$ cat config.mk
export PLATFORM = sky130hd
export DESIGN_NAME = wire_automaton_grid_step
export DESIGN_NICKNAME = d
export VERILOG_FILES = /design/src/rtl/wag_pkg.sv /design/src/rtl/wag_row_cell.sv /design/src/rtl/wag_row_update.sv /design/src/rtl/wire_automaton_grid_step.sv
export SDC_FILE = /design/constraint.sdc
export NUM_CORES = 2
export LEC_CHECK = 0
export ABC_AREA = 0
export BUFFER_PORTS_ARGS = -buffer_cell sky130_fd_sc_hd__buf_2
export CORE_MARGIN = 2
export CORE_UTILIZATION = 25
export DETAILED_ROUTE_END_ITERATION = 12
export SLEW_MARGIN = 10
export SYNTH_ARGS = -nofsm -noshare
export SYNTH_HDL_FRONTEND = slang
export SYNTH_SLANG_ARGS = --single-unit
$ cat constraint.sdc
create_clock -name clk -period 2.2 [get_ports clk]
set_input_delay 0.11 -clock clk [delete_from_list [all_inputs] [get_ports clk]]
set_output_delay 0.11 -clock clk [all_outputs]
set_load 0.05 [all_outputs]
$ cat src/rtl/wag_pkg.sv
`timescale 1ns / 1ps
// ----------------------------------------------------------------------------
// wag_pkg
// Shared types and codes for the wire automaton grid block.
// ----------------------------------------------------------------------------
package wag_pkg;

  localparam int GRID_SIZE_DEF = 16;
  localparam int CELL_W        = 3;

  typedef logic [CELL_W-1:0] cell_t;

  localparam cell_t CODE_DEAD      = 3'd0;
  localparam cell_t CODE_HEAD      = 3'd1;
  localparam cell_t CODE_TAIL      = 3'd2;
  localparam cell_t CODE_TRACK     = 3'd3;
  localparam cell_t CODE_MOTOR_ONE = 3'd4;
  localparam cell_t CODE_MOTOR_TWO = 3'd5;

  typedef enum logic [1:0] {
    OP_WRITE = 2'd0,
    OP_READ  = 2'd1,
    OP_STEP  = 2'd2,
    OP_CLEAR = 2'd3
  } op_t;

  typedef enum logic [1:0] {
    ST_IDLE,
    ST_RUN,
    ST_DONE
  } state_t;

  typedef struct packed {
    logic motor_one;
    logic motor_two;
  } motor_hit_t;

endpackage

$ cat src/rtl/wag_row_cell.sv
`timescale 1ns / 1ps
// ----------------------------------------------------------------------------
// wag_row_cell
// One grid row held in a register; takes its neighbor's row on each shift.
// ----------------------------------------------------------------------------
module wag_row_cell
  import wag_pkg::*;
#(
  parameter int GRID_SIZE = GRID_SIZE_DEF
) (
  input  logic                    clk,
  input  logic                    rst_n,
  input  logic                    shift_en,
  input  cell_t [GRID_SIZE-1:0]   row_in,
  output cell_t [GRID_SIZE-1:0]   row_q
);

  cell_t [GRID_SIZE-1:0] row_r;
  cell_t [GRID_SIZE-1:0] row_nxt;

  always_comb begin
    row_nxt = shift_en ? row_in : row_r;
  end

  always_ff @(posedge clk) begin
    if (!rst_n) begin
      row_r <= '0;
    end else begin
      row_r <= row_nxt;
    end
  end

  assign row_q = row_r;

endmodule

$ cat src/rtl/wag_row_update.sv
`timescale 1ns / 1ps
// ----------------------------------------------------------------------------
// wag_row_update
// Next-generation rule for one row, from the old rows above, at and below.
// ----------------------------------------------------------------------------
module wag_row_update
  import wag_pkg::*;
#(
  parameter int GRID_SIZE = GRID_SIZE_DEF
) (
  input  cell_t [GRID_SIZE-1:0] row_prev,
  input  cell_t [GRID_SIZE-1:0] row_cur,
  input  cell_t [GRID_SIZE-1:0] row_next,
  output cell_t [GRID_SIZE-1:0] row_new,
  output motor_hit_t            hit
);

  // one dead column on either side stands in for the border
  cell_t [GRID_SIZE+1:0] pad_prev;
  cell_t [GRID_SIZE+1:0] pad_cur;
  cell_t [GRID_SIZE+1:0] pad_next;

  assign pad_prev = {CODE_DEAD, row_prev, CODE_DEAD};
  assign pad_cur  = {CODE_DEAD, row_cur, CODE_DEAD};
  assign pad_next = {CODE_DEAD, row_next, CODE_DEAD};

  always_comb begin
    logic head_nb;
    logic any_one;
    logic any_two;
    row_new       = row_cur;
    hit.motor_one = 1'b0;
    hit.motor_two = 1'b0;
    for (int j = 0; j < GRID_SIZE; j++) begin
      head_nb = 1'b0;
      any_one = 1'b0;
      any_two = 1'b0;
      // column j sits at j + 1 of the padded rows
      for (int k = 0; k < 3; k++) begin
        if (pad_prev[j+k] == CODE_HEAD) head_nb = 1'b1;
        if (pad_next[j+k] == CODE_HEAD) head_nb = 1'b1;
        if (k != 1 && pad_cur[j+k] == CODE_HEAD) head_nb = 1'b1;
        if (pad_prev[j+k] == CODE_MOTOR_ONE || pad_cur[j+k] == CODE_MOTOR_ONE ||
            pad_next[j+k] == CODE_MOTOR_ONE) any_one = 1'b1;
        if (pad_prev[j+k] == CODE_MOTOR_TWO || pad_cur[j+k] == CODE_MOTOR_TWO ||
            pad_next[j+k] == CODE_MOTOR_TWO) any_two = 1'b1;
      end
      case (row_cur[j])
        CODE_HEAD:  row_new[j] = CODE_TAIL;
        CODE_TAIL:  row_new[j] = CODE_TRACK;
        CODE_TRACK: row_new[j] = head_nb ? CODE_HEAD : CODE_TRACK;
        default:    row_new[j] = row_cur[j];
      endcase
      if (row_cur[j] == CODE_HEAD) begin
        hit.motor_one = hit.motor_one | any_one;
        hit.motor_two = hit.motor_two | any_two;
      end
    end
  end

endmodule

$ cat src/rtl/wire_automaton_grid_step.sv
`timescale 1ns / 1ps
// Sequencing: an accepted request rotates the whole row chain once in ST_RUN (one row
//   per cycle), then waits in ST_DONE for a free output slot, where the result is
//   registered; a new request is taken only back in ST_IDLE.
// Reset: synchronous, active-low rst_n clears all cells to dead, both motor flags
//   and the handshake state; the block is ready in the first cycle after reset.
// ----------------------------------------------------------------------------
// wire_automaton_grid_step
// Six-state wire automaton on a GRID_SIZE x GRID_SIZE grid, stored as a ring of
// row cells that rotates once per request (write, read, step or clear).
// ----------------------------------------------------------------------------
module wire_automaton_grid_step
  import wag_pkg::*;
#(
  parameter int GRID_SIZE = GRID_SIZE_DEF
) (
  input  logic        clk,
  input  logic        rst_n,
  // request channel
  input  logic        in_tvalid,
  output logic        in_tready,
  input  logic [23:0] in_tdata,   // [7:0] pos_x, [15:8] pos_y, [18:16] cell_value
  input  logic [1:0]  in_tuser,   // [1:0] opcode
  // result channel
  output logic        out_tvalid,
  input  logic        out_tready,
  output logic [7:0]  out_tdata,  // [2:0] read_value, [3] motor_one, [4] motor_two
  output logic        out_tuser   // [0] bad_location
);

  localparam int ROW_W = $clog2(GRID_SIZE);
  localparam logic [ROW_W-1:0] LAST_ROW = ROW_W'(GRID_SIZE - 1);

  // --------------------------------------------------------------------------
  // Control and latched request
  // --------------------------------------------------------------------------
  state_t            state_r, state_nxt;
  logic [ROW_W-1:0]  cnt_r, cnt_nxt;
  logic              in_acc;
  logic              running;
  logic              last_row;

  op_t               op_r;
  logic [7:0]        x_r;
  logic [7:0]        y_r;
  cell_t             val_r;
  logic              inside_r;
  logic              inside_in;

  // Result side
  logic              out_valid_r, out_valid_nxt;
  cell_t             out_rv_r;
  logic              out_bad_r;
  logic              out_m1_r;
  logic              out_m2_r;
  logic              load_out;

  // Motor flags and per-step accumulation
  logic              m1_r, m2_r;
  motor_hit_t        acc_r;

  // Read capture
  cell_t             rd_r;

  // --------------------------------------------------------------------------
  // Row chain: cell 0 holds the row under work, processed rows enter at the top
  // --------------------------------------------------------------------------
  cell_t [GRID_SIZE-1:0] row_q [GRID_SIZE];
  cell_t [GRID_SIZE-1:0] row_cur;
  cell_t [GRID_SIZE-1:0] row_next;
  cell_t [GRID_SIZE-1:0] row_prev_r;
  cell_t [GRID_SIZE-1:0] row_stepped;
  cell_t [GRID_SIZE-1:0] row_written;
  cell_t [GRID_SIZE-1:0] row_out;
  motor_hit_t            hit;

  for (genvar k = 0; k < GRID_SIZE; k++) begin : g_chain
    cell_t [GRID_SIZE-1:0] link;
    if (k == GRID_SIZE - 1) begin : g_top
      assign link = row_out;
    end else begin : g_mid
      assign link = row_q[k+1];
    end
    wag_row_cell #(
      .GRID_SIZE (GRID_SIZE)
    ) u_cell (
      .clk      (clk),
      .rst_n    (rst_n),
      .shift_en (running),
      .row_in   (link),
      .row_q    (row_q[k])
    );
  end

  assign running  = (state_r == ST_RUN);
  assign last_row = (cnt_r == LAST_ROW);
  assign row_cur  = row_q[0];
  // the row below the last one lies past the border: treat it as dead
  assign row_next = last_row ? '0 : row_q[1];

  wag_row_update #(
    .GRID_SIZE (GRID_SIZE)
  ) u_update (
    .row_prev (row_prev_r),
    .row_cur  (row_cur),
    .row_next (row_next),
    .row_new  (row_stepped),
    .hit      (hit)
  );

  // Write replaces one column of the addressed row
  always_comb begin
    for (int j = 0; j < GRID_SIZE; j++) begin
      row_written[j] = (ROW_W'(j) == y_r[ROW_W-1:0]) ? val_r : row_cur[j];
    end
  end

  // Select what re-enters the chain
  always_comb begin
    case (op_r)
      OP_WRITE: row_out = (inside_r && cnt_r == x_r[ROW_W-1:0]) ? row_written : row_cur;
      OP_STEP:  row_out = row_stepped;
      OP_CLEAR: row_out = '0;
      default:  row_out = row_cur;
    endcase
  end

  // --------------------------------------------------------------------------
  // Handshake and sequencing
  // --------------------------------------------------------------------------
  assign inside_in = (in_tdata[7:0] < 8'(GRID_SIZE)) && (in_tdata[15:8] < 8'(GRID_SIZE));
  assign in_tready = (state_r == ST_IDLE);
  assign in_acc    = in_tvalid && in_tready;
  // hand the result over once the output slot is free
  assign load_out  = (state_r == ST_DONE) && (!out_valid_r || out_tready);

  always_comb begin
    state_nxt     = state_r;
    cnt_nxt       = cnt_r;
    out_valid_nxt = out_valid_r;
    if (out_valid_r && out_tready) out_valid_nxt = 1'b0;
    case (state_r)
      ST_IDLE: begin
        if (in_acc) begin
          state_nxt = ST_RUN;
          cnt_nxt   = '0;
        end
      end
      ST_RUN: begin
        cnt_nxt = cnt_r + 1'b1;
        if (last_row) begin
          state_nxt = ST_DONE;
        end
      end
      ST_DONE: begin
        if (load_out) begin
          state_nxt     = ST_IDLE;
          out_valid_nxt = 1'b1;
        end
      end
      default: begin
        state_nxt = ST_IDLE;
      end
    endcase
  end

  always_ff @(posedge clk) begin
    if (!rst_n) begin
      state_r     <= ST_IDLE;
      cnt_r       <= '0;
      out_valid_r <= 1'b0;
      m1_r        <= 1'b0;
      m2_r        <= 1'b0;
    end else begin
      state_r     <= state_nxt;
      cnt_r       <= cnt_nxt;
      out_valid_r <= out_valid_nxt;
      // a step replaces both motor flags; other operations keep them
      if (load_out && op_r == OP_STEP) begin
        m1_r <= acc_r.motor_one;
        m2_r <= acc_r.motor_two;
      end
    end
  end

  // Payload registers
  always_ff @(posedge clk) begin
    if (in_acc) begin
      op_r       <= op_t'(in_tuser);
      x_r        <= in_tdata[7:0];
      y_r        <= in_tdata[15:8];
      val_r      <= in_tdata[18:16];
      inside_r   <= inside_in;
      row_prev_r <= '0;
      acc_r      <= '0;
      rd_r       <= CODE_DEAD;
    end else if (running) begin
      // hold the old row for the next row's upper neighbors
      row_prev_r      <= row_cur;
      acc_r.motor_one <= acc_r.motor_one | hit.motor_one;
      acc_r.motor_two <= acc_r.motor_two | hit.motor_two;
      if (op_r == OP_READ && inside_r && cnt_r == x_r[ROW_W-1:0]) begin
        rd_r <= row_cur[y_r[ROW_W-1:0]];
      end
    end
    if (load_out) begin
      out_rv_r  <= rd_r;
      out_bad_r <= (op_r == OP_WRITE || op_r == OP_READ) && !inside_r;
      out_m1_r  <= (op_r == OP_STEP) ? acc_r.motor_one : m1_r;
      out_m2_r  <= (op_r == OP_STEP) ? acc_r.motor_two : m2_r;
    end
  end

  assign out_tvalid = out_valid_r;
  assign out_tdata  = {3'b000, out_m2_r, out_m1_r, out_rv_r};
  assign out_tuser  = out_bad_r;

endmodule

==> results.json <==
{
  "final_layout_size_suffix_gt1_share_pct": 12.8,
  "routedWlPerCell_um": 15.0,
  "gr-total-overflow": 0,
  "crit_required_ns": 2.75,
  "worstSetupPathType": "flip-flop to flip-flop",
  "placed_area_mm2": 0.0362,
  "cts-buffers-inserted": 89,
  "hold_viol_final": 0,
  "ios": 41,
  "synthArstFlopShare_pct": 0,
  "fin_area_mm2": 0.0400,
  "dp_hpwl_mm": 60.0,
  "clock_latency_ns": 0.66,
  "worst_slew_pin_slew_ns": 0.753,
  "via_count": 28435,
  "timing.fmax_mhz": 448,
  "antenna_found_initial": 1,
  "drtIter0Drc": 2910,
  "regArea_mm2": 0.0172,
  "final_common_cell": "nand2_1",
  "ys_seq_elements": 850,
  "finClkSkew_ns": 0.0338,
  "setup.worst_path.start_class": "flip-flop",
  "r2r_slack_ns": -0.03,
  "grt_pass1_wl_mm": 144,
  "cp_num_buf_inv": 1,
  "setup_tns_ns": -0.155,
  "start_util_pct": 25.3,
  "root_buffer": "clkbuf_16",
  "multiInputGateArea_mm2": 0.0146,
  "ant_nets": 0,
  "dp.cells": 5928,
  "leakagePower_nw": 13.0,
  "finalSetupViolCount": 7,
  "htree_levels": 3,
  "use_met1_pct": 18.2,
  "seq_area_frac_synth_pct": 52.5,
  "gp_congestion": 0.951,
  "grtUsageMet3_pct": 2.38,
  "p_per_area_mw_per_mm2": 818,
  "firstDrtPassIters": 5,
  "min_path_cells": 3,
  "core_region_area_mm2": 0.130,
  "tritoncts": "built",
  "maxCapViolCount": 0,
  "hp-start": "rst_n",
  "top_usage_layer": "met2",
  "synth_ff_type": "dfxtp_1",
  "hold_class": "input port to flip-flop",
  "netlist_area_mm2": 0.0328,
  "wl_mm": 91.7,
  "max-vdd-ir-drop_uv": 466,
  "synth-edff-count": 20,
  "cp_max_fo": 4,
  "timing.hold.ws_ns": 0.0700,
  "finalCritPeriodShare_pct": 102,
  "violations": "negative setup slack",
  "clk_pin_slew_ns": 0.06,
  "r2r-start": "x_r[1]",
  "clock_sinks": 850,
  "syn_avg_cell_area_um2": 7.75,
  "maxSlewViolCount": 0,
  "final_nets": 4336,
  "crit_path_top_delay_cell": "or3_4",
  "r2r_end": "g_chain[15].u_cell.row_q[33]",
  "die_width_um": 366,
  "most-common-layout-cells": "nand2_1, dfxtp_1, a21oi_1",
  "num_rows": 132,
  "rr_worst_depth": 8,
  "path_depth": 8,
  "die-area_mm2": 0.134,
  "crit_arrival_ns": 2.78,
  "grtUsageMet2_pct": 20.1,
  "grt_max_degree": 110,
  "viasPerCell": 4.65,
  "cp-end-kind": "flip-flop",
  "cp_cell_sequence": "xnor2_2, nand2_2, buf_6, or3_4, or2_4, mux2_2, a221oi_2, nor2_1",
  "cts_max_path_buffers": 3,
  "min_to": "g_chain[3].u_cell.row_q[43]",
  "drc": 0,
  "fin_ws_ns": -0.0344,
  "period_minus_slack_ns": 2.23,
  "grt_pass1_vias": 25776,
  "num-fill-cells": 13826,
  "cp_top_family": "simple AND/OR/NAND/NOR gates",
  "netlist_instances": 4236,
  "io_buffers": 32,
  "grt_usage_pct": 13.0,
  "yosys_warnings": 0,
  "status": "complete, but fails checks",
  "rsz0062_at_grt": "yes",
  "synth_cell_type_count": 68,
  "die_h_um": 366,
  "slowest_delay_ns": 0.44,
  "fin_cells": 6119,
  "area_growth_pct": 21.9,
  "max_slew_margin_pct": 49.8
}
[Yosys cell counts, types with 5 or more instances]
cell type / instances / share of area, %
a2111oi_0: 5 / 0.13
a21oi_1: 818 / 12
a221oi_1: 6 / 0.16
a22o_1: 5 / 0.13
a22oi_1: 11 / 0.25
a31oi_1: 44 / 0.84
a32o_1: 5 / 0.15
buf_2: 12 / 0.18
buf_4: 5 / 0.11
clkbuf_1: 320 / 3.7
dfxtp_1: 830 / 51
edfxtp_1: 20 / 1.8
inv_1: 40 / 0.46
mux2_2: 10 / 0.34
mux2i_1: 28 / 0.85
mux4_2: 15 / 1.0
nand2_1: 1593 / 18
nand2b_1: 34 / 0.65
nand3_1: 31 / 0.47
nand3b_1: 12 / 0.27
nand4_1: 7 / 0.13
nor2_1: 99 / 1.1
nor2b_1: 15 / 0.29
nor3_1: 30 / 0.46
nor3b_1: 18 / 0.41
nor4_1: 8 / 0.15
o211a_1: 5 / 0.15
o211ai_1: 7 / 0.16
o21ai_0: 85 / 1.3
o221a_2: 7 / 0.24
o221ai_1: 13 / 0.35
o22ai_1: 22 / 0.42
o311ai_0: 7 / 0.19
or4_1: 5 / 0.11
[how the worst max path moves through the flow]
stage	slack (ns)	endpoint	startpoint
floorplan	0.05	g_chain[15].u_cell.row_q[28]	y_r[2]
global placement	-0.21	g_chain[15].u_cell.row_q[31]	cnt_r[0]
detailed placement	-0.20	acc_r[0]	cnt_r[0]
CTS	0.0002	g_chain[15].u_cell.row_q[8]	x_r[2]
global route	-0.12	g_chain[15].u_cell.row_q[6]	x_r[3]
finish	-0.03	g_chain[15].u_cell.row_q[33]	x_r[1]
[power breakdown]
part,total (W),leakage (nW),switching [W],internal [W]
Combinational,0.00162,4.62,0.00121,0.000404
Sequential,0.0157,6.89,0.000109,0.0156
Clock,0.0154,1.48,0.00639,0.00906
[area by class of cell]
cell class                 count  area share [%]
inverter                      41           0.403
antenna                        2          0.0125
timing repair buffer         318            6.99
tap                         1742            5.45
multi-input combinational   3005            36.5
sequential                   850            43.0
clock buffer                 133            6.48
clock inverter                28            1.14
[layer usage]
layer  vias to the layer above  wire, um
li1                      14197         -
met1                     13441     42900
met2                       650     40500
met3                       147      5540
met4                         0      2720
met5                         -         0
[stage by stage]
stage	setup slack, ns	util, %	power (W)
after CTS	0.000185	30.5	0.0331
after global placement	-0.215	27.9	0.0175
final	-0.0344	30.8	0.0327
after detailed placement	-0.197	27.9	0.0175
after global routing	-0.120	30.8	0.0339
after floorplan	0.0457	-	0.0169
[flip-flops by register name (all words and copies together) (netlist names)]
register / flops
acc_r: 2
cnt_r: 4
g_chain.u_cell.row_q: 768
inside_r: 1
m1_r: 1
m2_r: 1
op_r: 2
out_m1_r: 1
out_m2_r: 1
out_rv_r: 3
out_tuser: 1
out_tvalid: 1
rd_r: 3
row_prev_r: 48
state_r: 2
val_r: 3
x_r: 4
y_r: 4
[kinds of logic (layout without fill, tap and decap cells)]
group,count (synthesis),after routing,synth area share (%)
AND/OR/NAND/NOR,1882,1882,23.1
AO/OA/AOI/OAI,1061,1061,17.5
flip-flops,850,850,52.5
buffers and inverters,383,520,4.51
multiplexers,54,54,2.27
XOR/XNOR,4,4,0.130
adder cells (fa/ha/maj),1,1,0.0381
other,1,5,0.0114
[worst register-to-register path, stage by stage (launching register included)]
cell and delay (ns):
edfxtp_1 0.41, xnor2_2 0.18, nand2_2 0.12, buf_6 0.14, or3_4 0.44, or2_4 0.26
mux2_2 0.28, a221oi_2 0.21, nor2_1 0.07
[what timing repair did]
item / CTS / global route
endpoints found under the setup margin: 35 / 45
hold buffers: 18 / 0
buffers inserted: 4 / 6
gates cloned: 0 / 1
hold endpoints to repair: 18 / 0
resized for setup: 41 / 87
pin swaps: 9 / 51
No activity file was read; power rests on OpenSTA's default activity.
